`src/hw/rtl/stoi_pkg.sv`:
```
// constants and helpers of the radix string parser
package stoi_pkg;

  localparam int unsigned CHAR_W  = 8;
  localparam int unsigned VALUE_W = 32;
  localparam int unsigned SYMS_W  = 64;
  localparam int unsigned COUNT_W = 5;
  localparam int unsigned IDX_W   = 2;

  localparam logic [CHAR_W-1:0] CHAR_NUL   = 8'd0;
  localparam logic [CHAR_W-1:0] CHAR_TAB   = 8'd9;
  localparam logic [CHAR_W-1:0] CHAR_CR    = 8'd13;
  localparam logic [CHAR_W-1:0] CHAR_SPACE = 8'd32;
  localparam logic [CHAR_W-1:0] CHAR_PLUS  = 8'd43;
  localparam logic [CHAR_W-1:0] CHAR_MINUS = 8'd45;

  // parser phases
  localparam logic [1:0] PH_SPACE = 2'd0;
  localparam logic [1:0] PH_SIGN  = 2'd1;
  localparam logic [1:0] PH_DIGIT = 2'd2;
  localparam logic [1:0] PH_STOP  = 2'd3;

  // register indexes
  localparam logic [IDX_W-1:0] REG_SYMBOLS_LOW  = 2'd0;
  localparam logic [IDX_W-1:0] REG_SYMBOLS_HIGH = 2'd1;
  localparam logic [IDX_W-1:0] REG_SYMBOL_COUNT = 2'd2;

  // reset contents: "0123456789", radix ten
  localparam logic [SYMS_W-1:0]  RST_SYMBOLS_LOW  = 64'h3736_3534_3332_3130;
  localparam logic [SYMS_W-1:0]  RST_SYMBOLS_HIGH = 64'h0000_0000_0000_3938;
  localparam logic [COUNT_W-1:0] RST_SYMBOL_COUNT = 5'd10;

  function automatic logic is_white(input logic [CHAR_W-1:0] c);
    is_white = (c == CHAR_SPACE) || ((c >= CHAR_TAB) && (c <= CHAR_CR));
  endfunction

endpackage

```
`src/hw/rtl/string_to_int_any_base_top.sv`:
```
// radix string-to-integer parser, top level
//
// Parses a zero-terminated string that arrives one byte per transfer on the
// slave stream. Leading whitespace (space, codes 9 to 13) is skipped, then any
// run of '+' and '-' signs is taken (each '-' flips the sign), then digits are
// accumulated, a digit being the byte's position in the symbol table held in
// symbols_low/symbols_high, with symbol_count as the radix. The first byte that
// is not a digit stops accumulation; bytes after it are ignored up to the zero
// byte. Each zero byte produces exactly one result transfer on the master
// stream: the signed 32-bit value (wrapping modulo 2^32) in tdata and a bad-base
// flag in tuser; with a bad base (count below 2 or above MAX_SYMBOLS, a repeated
// symbol, or a symbol that is zero, '+', '-' or whitespace) the value is 0.
// Throughput is one byte per clock unless the slave side stalls: as a byte sits
// in the input register, the lookup (one comparator per symbol) plus one 32x5
// multiply-add updates the accumulator. A zero byte passes from the input register
// into the result register, which presents its result on the master side. The
// slave side stalls only when a zero byte is ready to finish while the result
// register still holds an untaken result. Configuration writes are taken at any
// edge with cfg_we_i high and must only happen while no string is in flight.
module string_to_int_any_base_top #(
  parameter int unsigned MAX_SYMBOLS = 16  // 2 to 16
) (
  input  logic                            clk_i,
  input  logic                            rst_ni,
  // configuration write port
  input  logic                            cfg_we_i,
  input  logic [stoi_pkg::IDX_W-1:0]      cfg_idx_i,
  input  logic [stoi_pkg::SYMS_W-1:0]     cfg_wdata_i,
  // byte stream in
  input  logic                            s_axis_tvalid,
  output logic                            s_axis_tready,
  input  logic [stoi_pkg::CHAR_W-1:0]     s_axis_tdata,  // [7:0] char_in
  // result stream out
  output logic                            m_axis_tvalid,
  input  logic                            m_axis_tready,
  output logic [stoi_pkg::VALUE_W-1:0]    m_axis_tdata,  // [31:0] value (signed)
  output logic                            m_axis_tuser   // [0] base_bad
);
  import stoi_pkg::*;

  localparam int unsigned DIG_W = (MAX_SYMBOLS > 1) ? $clog2(MAX_SYMBOLS) : 1;
  localparam logic [COUNT_W-1:0] MAX_CNT = COUNT_W'(MAX_SYMBOLS);

  // configuration registers
  logic [SYMS_W-1:0]  sym_low_q, sym_high_q;
  logic [COUNT_W-1:0] sym_cnt_q;

  always_ff @(posedge clk_i or negedge rst_ni) begin
    if (!rst_ni) begin
      sym_low_q  <= RST_SYMBOLS_LOW;
      sym_high_q <= RST_SYMBOLS_HIGH;
      sym_cnt_q  <= RST_SYMBOL_COUNT;
    end else if (cfg_we_i) begin
      case (cfg_idx_i)
        REG_SYMBOLS_LOW:  sym_low_q  <= cfg_wdata_i;
        REG_SYMBOLS_HIGH: sym_high_q <= cfg_wdata_i;
        REG_SYMBOL_COUNT: sym_cnt_q  <= cfg_wdata_i[COUNT_W-1:0];
        default: ;  // unmapped index, write dropped
      endcase
    end
  end

  // symbol table view
  logic [2*SYMS_W-1:0] sym_all;
  assign sym_all = {sym_high_q, sym_low_q};

  // input register
  logic              in_vld_q;
  logic [CHAR_W-1:0] in_char_q;
  logic              is_term;
  logic              advance;

  // result register
  logic               out_vld_q;
  logic [VALUE_W-1:0] out_val_q;
  logic               out_bad_q;

  assign is_term = (in_char_q == CHAR_NUL);
  // a zero byte needs a free result register, other bytes always move on
  assign advance = in_vld_q && (!is_term || !out_vld_q || m_axis_tready);
  assign s_axis_tready = !in_vld_q || advance;

  always_ff @(posedge clk_i or negedge rst_ni) begin
    if (!rst_ni) begin
      in_vld_q <= 1'b0;
    end else if (s_axis_tready) begin
      in_vld_q <= s_axis_tvalid;
    end
  end

  always_ff @(posedge clk_i) begin
    if (s_axis_tready && s_axis_tvalid) begin
      in_char_q <= s_axis_tdata;
    end
  end

  // digit lookup: lowest matching position among the symbols in use
  logic             dig_hit;
  logic [DIG_W-1:0] dig_idx;

  always_comb begin
    dig_hit = 1'b0;
    dig_idx = '0;
    for (int i = MAX_SYMBOLS - 1; i >= 0; i--) begin
      if ((sym_all[8*i +: 8] == in_char_q) && (COUNT_W'(i) < sym_cnt_q)) begin
        dig_hit = 1'b1;
        dig_idx = DIG_W'(i);
      end
    end
  end

  // base validity from the registers as they stand
  logic base_bad;

  always_comb begin
    logic [CHAR_W-1:0] s;
    base_bad = (sym_cnt_q < COUNT_W'(2)) || (sym_cnt_q > MAX_CNT);
    for (int i = 0; i < MAX_SYMBOLS; i++) begin
      s = sym_all[8*i +: 8];
      if (COUNT_W'(i) < sym_cnt_q) begin
        if ((s == CHAR_NUL) || (s == CHAR_PLUS) || (s == CHAR_MINUS) || is_white(s)) begin
          base_bad = 1'b1;
        end
        for (int j = i + 1; j < MAX_SYMBOLS; j++) begin
          if ((COUNT_W'(j) < sym_cnt_q) && (sym_all[8*j +: 8] == s)) begin
            base_bad = 1'b1;
          end
        end
      end
    end
  end

  // parser state
  logic [1:0]         phase_q, phase_d;
  logic               neg_q, neg_d;
  logic [VALUE_W-1:0] acc_q, acc_d;
  logic [COUNT_W-1:0] radix;
  logic [VALUE_W-1:0] signed_val;

  // count clamped to the table size
  assign radix = (sym_cnt_q > MAX_CNT) ? MAX_CNT : sym_cnt_q;
  assign signed_val = neg_q ? (VALUE_W'(0) - acc_q) : acc_q;

  always_comb begin
    logic [1:0] ph;
    logic       done;
    ph      = phase_q;
    done    = 1'b0;
    phase_d = phase_q;
    neg_d   = neg_q;
    acc_d   = acc_q;
    if (is_term) begin
      phase_d = PH_SPACE;
      neg_d   = 1'b0;
      acc_d   = '0;
    end else begin
      if (ph == PH_SPACE) begin
        if (is_white(in_char_q)) begin
          done = 1'b1;
        end else begin
          ph = PH_SIGN;
        end
      end
      if (!done && (ph == PH_SIGN)) begin
        if (in_char_q == CHAR_PLUS) begin
          done = 1'b1;
        end else if (in_char_q == CHAR_MINUS) begin
          neg_d = !neg_q;
          done  = 1'b1;
        end else begin
          ph = PH_DIGIT;
        end
      end
      if (!done && (ph == PH_DIGIT)) begin
        if (dig_hit) begin
          acc_d = VALUE_W'(acc_q * VALUE_W'(radix)) + VALUE_W'(dig_idx);
        end else begin
          ph = PH_STOP;
        end
      end
      phase_d = ph;
    end
  end

  always_ff @(posedge clk_i or negedge rst_ni) begin
    if (!rst_ni) begin
      phase_q <= PH_SPACE;
      neg_q   <= 1'b0;
      acc_q   <= '0;
    end else if (advance) begin
      phase_q <= phase_d;
      neg_q   <= neg_d;
      acc_q   <= acc_d;
    end
  end

  // result register: loaded by a zero byte, freed by a master transfer
  always_ff @(posedge clk_i or negedge rst_ni) begin
    if (!rst_ni) begin
      out_vld_q <= 1'b0;
    end else if (advance && is_term) begin
      out_vld_q <= 1'b1;
    end else if (m_axis_tready) begin
      out_vld_q <= 1'b0;
    end
  end

  always_ff @(posedge clk_i) begin
    if (advance && is_term) begin
      out_val_q <= base_bad ? '0 : signed_val;
      out_bad_q <= base_bad;
    end
  end

  assign m_axis_tvalid = out_vld_q;
  assign m_axis_tdata  = out_val_q;
  assign m_axis_tuser  = out_bad_q;

endmodule

```
`config.mk`:
```
export PLATFORM = sky130hd
export DESIGN_NAME = string_to_int_any_base_top
export DESIGN_NICKNAME = d
export VERILOG_FILES = /design/src/hw/rtl/stoi_pkg.sv /design/src/hw/rtl/string_to_int_any_base_top.sv
export SDC_FILE = /design/constraint.sdc
export NUM_CORES = 1
export LEC_CHECK = 0
export CAP_MARGIN = 20
export CORE_MARGIN = 10
export CORE_UTILIZATION = 60
export CTS_CLUSTER_DIAMETER = 60
export DETAILED_ROUTE_END_ITERATION = 8
export DONT_BUFFER_PORTS = 1
export PLACE_DENSITY = 0.84
export RECOVER_POWER = 100
export SYNTH_ARGS = -nofsm -noshare
export SYNTH_HDL_FRONTEND = slang
export SYNTH_SLANG_ARGS = --single-unit
```
`constraint.sdc`:
```
create_clock -name clk_i -period 6.4 [get_ports clk_i]
set_input_delay 1.28 -clock clk_i [delete_from_list [all_inputs] [get_ports clk_i]]
set_output_delay 1.28 -clock clk_i [all_outputs]
set_load 0.03 [all_outputs]
```
Word-level counts from Yosys, hierarchy flattened
Index checks and enable logic that the tools add are counted.
Widths: inputs -> output; s select.
{"block": "totals", "out_inout_bits": 35, "inputBits": 79, "wordCells": 732, "regBits": 211}
{"block": "classes", "mux": 212, "eq_ne": 192, "reduce_logical": 262, "addsub": 2, "multipliers": 1, "magnitude_cmp": 52}
{"cell": "$eq 8x8->1", "n": 136}
{"cell": "$eq 8x6->1 const B", "n": 51}
{"cell": "$mux 1", "n": 181}
{"cell": "$logic_and 1x1->1", "n": 158}
{"cell": "$ge 8x4->1 const B", "n": 17}
{"cell": "$le 8x4->1 const B", "n": 17}
{"cell": "$logic_not 8->1", "n": 17}
{"cell": "$mux 32", "n": 4}
{"cell": "$logic_or 1x1->1", "n": 69}
{"cell": "$mux 4", "n": 16}
{"cell": "$lt 4x5->1 const A", "n": 8}
{"cell": "$add 32x4->32", "n": 1}
{"cell": "$mul 32x5->32", "n": 1}
{"cell": "$sub 1x32->32 const A", "n": 1}
{"cell": "$lt 3x5->1 const A", "n": 4}
{"cell": "$mux 2", "n": 10}
{"cell": "$lt 1x5->1 const A", "n": 2}
{"cell": "$lt 2x5->1 const A", "n": 2}
{"cell": "$reduce_bool 2->1", "n": 5}
{"cell": "$logic_not 1->1", "n": 6}
{"cell": "$reduce_and 2->1", "n": 3}
{"cell": "$gt 5x5->1 const B", "n": 1}
{"cell": "$lt 5x2->1 const B", "n": 1}
{"cell": "$mux 5", "n": 1}
{"cell": "other kinds (6)", "n": 9}

Longest topological paths before layout
{"block": "logic_depth", "word_depth": 156, "depth_mapped": 24, "ltp_nobuf": 23}

Worst setup path after synthesis
Ideal clock, no wire load.
{"block": "synth_timing", "path_type": "reg-to-reg", "startpoint": "register sym_cnt_q[4]", "endpoint": "register acc_q[31]", "t_arrival_ns": 5.482, "slack_ns": 0.850, "n_path_buf": 6, "required_ns": 6.332, "path_stages_with_launch": 22, "synth_period_minus_slack_ns": 5.550, "setup_time_ns": 0.068, "path_cell_list": "dfrtp_1 -> buf_2 -> buf_2 -> buf_1 -> clkbuf_1 -> clkbuf_1 -> buf_1 -> nand2_1 -> fa_1 -> inv_1 -> fa_1 -> fa_1 -> ha_1 -> a21oi_1 -> o21ai_0 -> a21o_1 -> a21oi_1 -> a21oi_1 -> o2111ai_1 -> a31oi_1 -> a2111o_1 -> nand3_1"}
{"block": "synth_via", "elab_chain_len": 22, "elab_cells_between_ends": 73, "classes_between": "add/sub: 1; mul: 1; order compare: 17; mux: 36; reduce/logical: 18"}
{"element": "start: declaration", "line_no": "string_to_int_any_base_top.sv:46", "source": "logic [COUNT_W-1:0] sym_cnt_q;"}
{"element": "start signal: assignment", "line_no": "string_to_int_any_base_top.sv:57", "source": "REG_SYMBOL_COUNT: sym_cnt_q <= cfg_wdata_i[COUNT_W-1:0];"}
{"element": "parallel branches: the longest is 22 deep, another holds $mul 32x5->32"}
{"element": "end signal: assignment", "line_no": "string_to_int_any_base_top.sv:189", "source": "acc_q <= '0;"}
{"element": "end signal: assignment", "line_no": "string_to_int_any_base_top.sv:193", "source": "acc_q <= acc_d;"}
{"element": "end: declaration", "line_no": "string_to_int_any_base_top.sv:136", "source": "logic [VALUE_W-1:0] acc_q, acc_d;"}
Parallel ways; which one is timed is not known. The select of a mux whose other input is x is not followed.
A chain may end at the register's enable or synchronous reset.

Final worst setup path
{"block": "layout_timing", "startpoint": "register sym_low_q[56]", "endpoint": "register out_val_q[23], in the netlist m_axis_tdata[23] (data pin)"}
{"block": "layout_via", "elab_chain_len": 147, "elab_cells_between_ends": 186, "classes_between": "order compare: 2; eq/ne: 18; mux: 145; reduce/logical: 21"}
{"element": "start: declaration", "line_no": "string_to_int_any_base_top.sv:45", "source": "logic [SYMS_W-1:0] sym_low_q, sym_high_q;"}
{"element": "start signal: assignment", "line_no": "string_to_int_any_base_top.sv:55", "source": "REG_SYMBOLS_LOW: sym_low_q <= cfg_wdata_i;"}
{"element": "$eq 8x8->1", "line_no": "string_to_int_any_base_top.sv:125", "source": "if ((COUNT_W'(j) < sym_cnt_q) && (sym_all[8*j +: 8] == s)) begin"}
{"element": "$logic_and 1x1->1", "line_no": "string_to_int_any_base_top.sv:125"}
{"element": "$mux 1 (9 in series)", "line_no": "string_to_int_any_base_top.sv:125"}
{"element": "$mux 1", "line_no": "string_to_int_any_base_top.sv:120", "source": "if (COUNT_W'(i) < sym_cnt_q) begin"}
{"element": "$mux 1", "line_no": "string_to_int_any_base_top.sv:121", "source": "if ((s == CHAR_NUL) || (s == CHAR_PLUS) || (s == CHAR_MINUS) || is_white(s)) begin"}
{"element": "$mux 1 (14 in series)", "line_no": "string_to_int_any_base_top.sv:125"}
{"element": "$mux 1", "line_no": "string_to_int_any_base_top.sv:120"}
{"element": "$mux 1", "line_no": "string_to_int_any_base_top.sv:121"}
{"element": "(+109 left out)"}
{"element": "$mux 1", "line_no": "string_to_int_any_base_top.sv:121"}
{"element": "$mux 1 (2 in series)", "line_no": "string_to_int_any_base_top.sv:125"}
{"element": "$mux 1 *", "line_no": "string_to_int_any_base_top.sv:120"}
{"element": "$mux 1", "line_no": "string_to_int_any_base_top.sv:121"}
{"element": "$mux 1", "line_no": "string_to_int_any_base_top.sv:125"}
{"element": "$mux 1 *", "line_no": "string_to_int_any_base_top.sv:120"}
{"element": "$mux 1", "line_no": "string_to_int_any_base_top.sv:121"}
{"element": "$mux 1 *", "line_no": "string_to_int_any_base_top.sv:120"}
{"element": "end signal: assignment", "line_no": "string_to_int_any_base_top.sv:210", "source": "out_val_q <= base_bad ? '0 : signed_val;"}
{"element": "end: declaration", "line_no": "string_to_int_any_base_top.sv:75", "source": "logic [VALUE_W-1:0] out_val_q;"}
Every way passes the cells marked *; elsewhere a longest branch is shown, timed or not.

==> flow_summary_export.csv <==
group,metric,value,unit
status,outcome,"complete, but fails checks",
status,failed_checks,"DRC, capacitance limit, slew limit",
clock_tree,path_clk_slew,0.06,ns
synthesis,synth_cell_types,71,
grt,grt_pass1_vias,25200,
placed_design,post-place-ws,0.352,ns
synthesis,syn-cell-area,28100,µm²
clock_tree,numClockSinks,211,
pwr,ir_drop,0.000334,V
synthesis,synth_ff_type,"dfrtp_1",
grt,grt_pass1_wl,174000,µm
synthesis,synth_area_leader_cell,"xnor2_1",
synthesis,syn_inst,3176,
placed_design,io_buffer_count,0,
critical_path,worstSetupStartpointType,"flop",
synthesis,synth-compound-area-share,0.0607,
die,num_rows,79,
timing,rsz0062_at_grt,"no",
critical_path,crit_arrival,6.45,ns
timing,drv_slew,211,
drt,viasPerCell,7.14,
clock_tree,worstSkewPairLatency,0.62,ns
grt,antenna_found_initial,9,
final_layout,fin_nets,3263,
grt,use_met2,0.587,
synthesis,async_flop_share,0.806,
timing,post-route-period-util,0.966,
synthesis,synth_fa_ha_area_frac,0.0893,
synthesis,synth.area.mux_share,0.0544,
grt,grt_util_met3,0.180,
grt,top_usage_layer,"met2",
clock_tree,ctsRootBufferMaster,"clkbuf_16",
pwr,leakage,11.5,nW
drt,drt_iter0_drc,4654,
die,core,46500,µm²
grt,globalRouteOverflowTotal,0,
timing,min_period,6.18,ns
clock_tree,cts_max_level,1,
synthesis,yosys.area_share.simple,0.161,
final_layout,multi_input_area,20500,µm²
final_layout,nFillCells,3769,
timing,slew_headroom,-2.08,
timing,skew,0.0174,ns
pwr,power.density,450,nW/µm²
die,start_util,0.605,
grt,grt_max_degree,171,
synthesis,seq_area_frac_synth,0.197,
synthesis,synth-edff-count,41,
drt,postRouteAntennaNets,0,
synthesis,synth_area_leaders,"xnor2_1, xor2_1, dfrtp_1, fa_1, mux2_2",
grt,grt.total_usage,0.415,
die,die-area,55900,µm²
synthesis,synth_top_family_by_area,"XOR/XNOR gates",
clock_tree,cts_inserted_buffers,30,
final_layout,layout-drive-gt1-share,0.140,
timing,max_freq,162,MHz
placed_design,place_congestion,1.06,
synthesis,synth-xor-area-share,0.363,
synthesis,synth_top_area_share,0.204,
timing,setup_viol,0,
drt,firstDrtPassIters,9,
worst_hold_path,min_path_type,"input pin to async pin",
timing,worst-slew-pin-transition,4.63,ns
timing,hold_slack,0.365,ns
die,num_io_pins,114,
drt,vias,26300,
drt,avgRoutedWirePerCell,33.1,µm
clock_tree,hold_buffers,0,
timing,finalHoldViolCount,0,
synthesis,synth_warnings,0,
critical_path,cp.required,6.67,ns
synthesis,synth_fp_nets,3404,
die,chipWidth,236,µm
timing,setup_ws,0.219,ns
synthesis,synth_seq_cells,211,
critical_path,crit_type,"flop to flop",
clock_tree,clockBufferDepth,3,
die,dieHeight,236,µm
clock_tree,cts_tree,"done",
final_layout,seq_area,5530,µm²
critical_path,worst_setup_path_end_kind,"flop",
critical_path,cp_max_fo,33,
synthesis,avgSynthCellArea,8.85,µm²
placed_design,dp_hpwl,79100,µm
drt,route.detailed.drc,1,
final_layout,area_growth,5.16,%
run,max_cap_violations,5,
timing,tns,0,ns
drt,wl,122000,µm
grt,grt_util_met1,0.520,
[final timing paths]
path | from | to | slack, ns | depth (start not counted)
max in group asynchronous | rst_ni | sym_low_q[57] | 5.75 | 0
min | rst_ni | sym_high_q[43] | 0.37 | 0
max | sym_low_q[56] | m_axis_tdata[23] | 0.22 | 11
min reg2reg | phase_q[0] | phase_q[0] | 0.55 | 2
max reg2reg | sym_low_q[56] | m_axis_tdata[23] | 0.22 | 11
min in group clk_i | phase_q[0] | phase_q[0] | 0.55 | 2
[layout by cell type, fill, tap and decap left out, drive strengths merged, types with 37 or more instances in the layout]
master | Yosys | layout
fa | 86 | 86
xor2 | 509 | 509
o21ai | 55 | 55
nand3 | 74 | 74
dfrtp | 133 | 133
inv | 82 | 91
buf | 300 | 178
a21oi | 47 | 47
nor2 | 72 | 72
ha | 63 | 63
nor3 | 87 | 87
xnor2 | 655 | 655
and2 | 62 | 62
edfxtp | 41 | 41
mux2 | 135 | 135
clkbuf | 59 | 45
nor4 | 136 | 136
nand4 | 164 | 164
dfstp | 37 | 37
nand2 | 129 | 129
[cell type report]
type                       instances  share of cell area
antenna                           15             0.00127
clock buffer                      37              0.0277
clock inverter                    19             0.00813
inverter                          82              0.0104
multi-input combinational       2524               0.692
sequential                       211               0.187
tap                              607              0.0257
timing repair buffer             186              0.0478
[layer usage]
metal / part of all wire / vias to the layer above
met2: 0.40 / 2337
met1: 0.36 / 12900
met5: 0.0013 / -
met3: 0.16 / 670
met4: 0.071 / 16
li1: - / 10400
[power breakdown]
part	switching, mW	internal [mW]	total, mW
Combinational	5.50	3.70	9.20
Clock	0.749	1.05	1.80
Sequential	0.619	1.69	2.31
[what timing repair did]
action,CTS,global route
buffers inserted,0,13
setup endpoints to repair,0,5
resized for setup,0,1
[Yosys cell counts (all sizes together), types with 9 or more instances]
cell type / count
edfxtp: 41
o21a: 9
nor2: 72
nand3: 74
o41ai: 15
or4: 10
nor3: 87
dfstp: 37
inv: 82
a21o: 15
a22o: 13
a31oi: 33
xnor2: 655
nor4: 136
buf: 300
ha: 63
and3: 9
nor2b: 16
xor2: 509
nand4: 164
dfrtp: 133
nand2: 129
o21ai: 55
mux2: 135
and2: 62
a21oi: 47
fa: 86
nand2b: 24
or2: 9
o31ai: 15
or3: 13
clkbuf: 59
[critical path: stages, from the launching register on]
cell and delay [ns]:
dfstp_1 0.74, clkbuf_2 0.73, xnor2_1 0.20, nand4_1 0.13
nor4_1 0.83, a31oi_1 0.61, nand4_1 0.37, o21ai_0 0.11
o21ai_0 0.15, a2111o_1 0.13, clkbuf_1 1.56, nor2_1 0.23
[sequential cells by signal, indices dropped and copies added, names as in the netlist]
| name | count |
|---|---|
| acc_q | 32 |
| in_char_q | 8 |
| in_vld_q | 1 |
| m_axis_tdata | 32 |
| m_axis_tuser | 1 |
| m_axis_tvalid | 1 |
| neg_q | 1 |
| phase_q | 2 |
| sym_cnt_q | 5 |
| sym_high_q | 64 |
| sym_low_q | 64 |
[metrics by stage]
stage               cell area, µm²  utilization  total power [mW]  cells
floorplan                    28100            -              8.83   3176
global placement             28400        0.610              10.6   3596
detailed placement           28400        0.610              11.0   3596
CTS                          29400        0.633              12.9   3652
global route                 29500        0.636              14.0   3669
finish                       29600        0.636              13.3   3681
[logic make-up after synthesis]
kind of cell    Yosys count
buf+inv                 441
simple gates            821
compound gates          254
xor+xnor               1164
mux                     136
flops                   211
fa+ha+maj               149
Note: power is estimated with default switching activity, not from simulation.
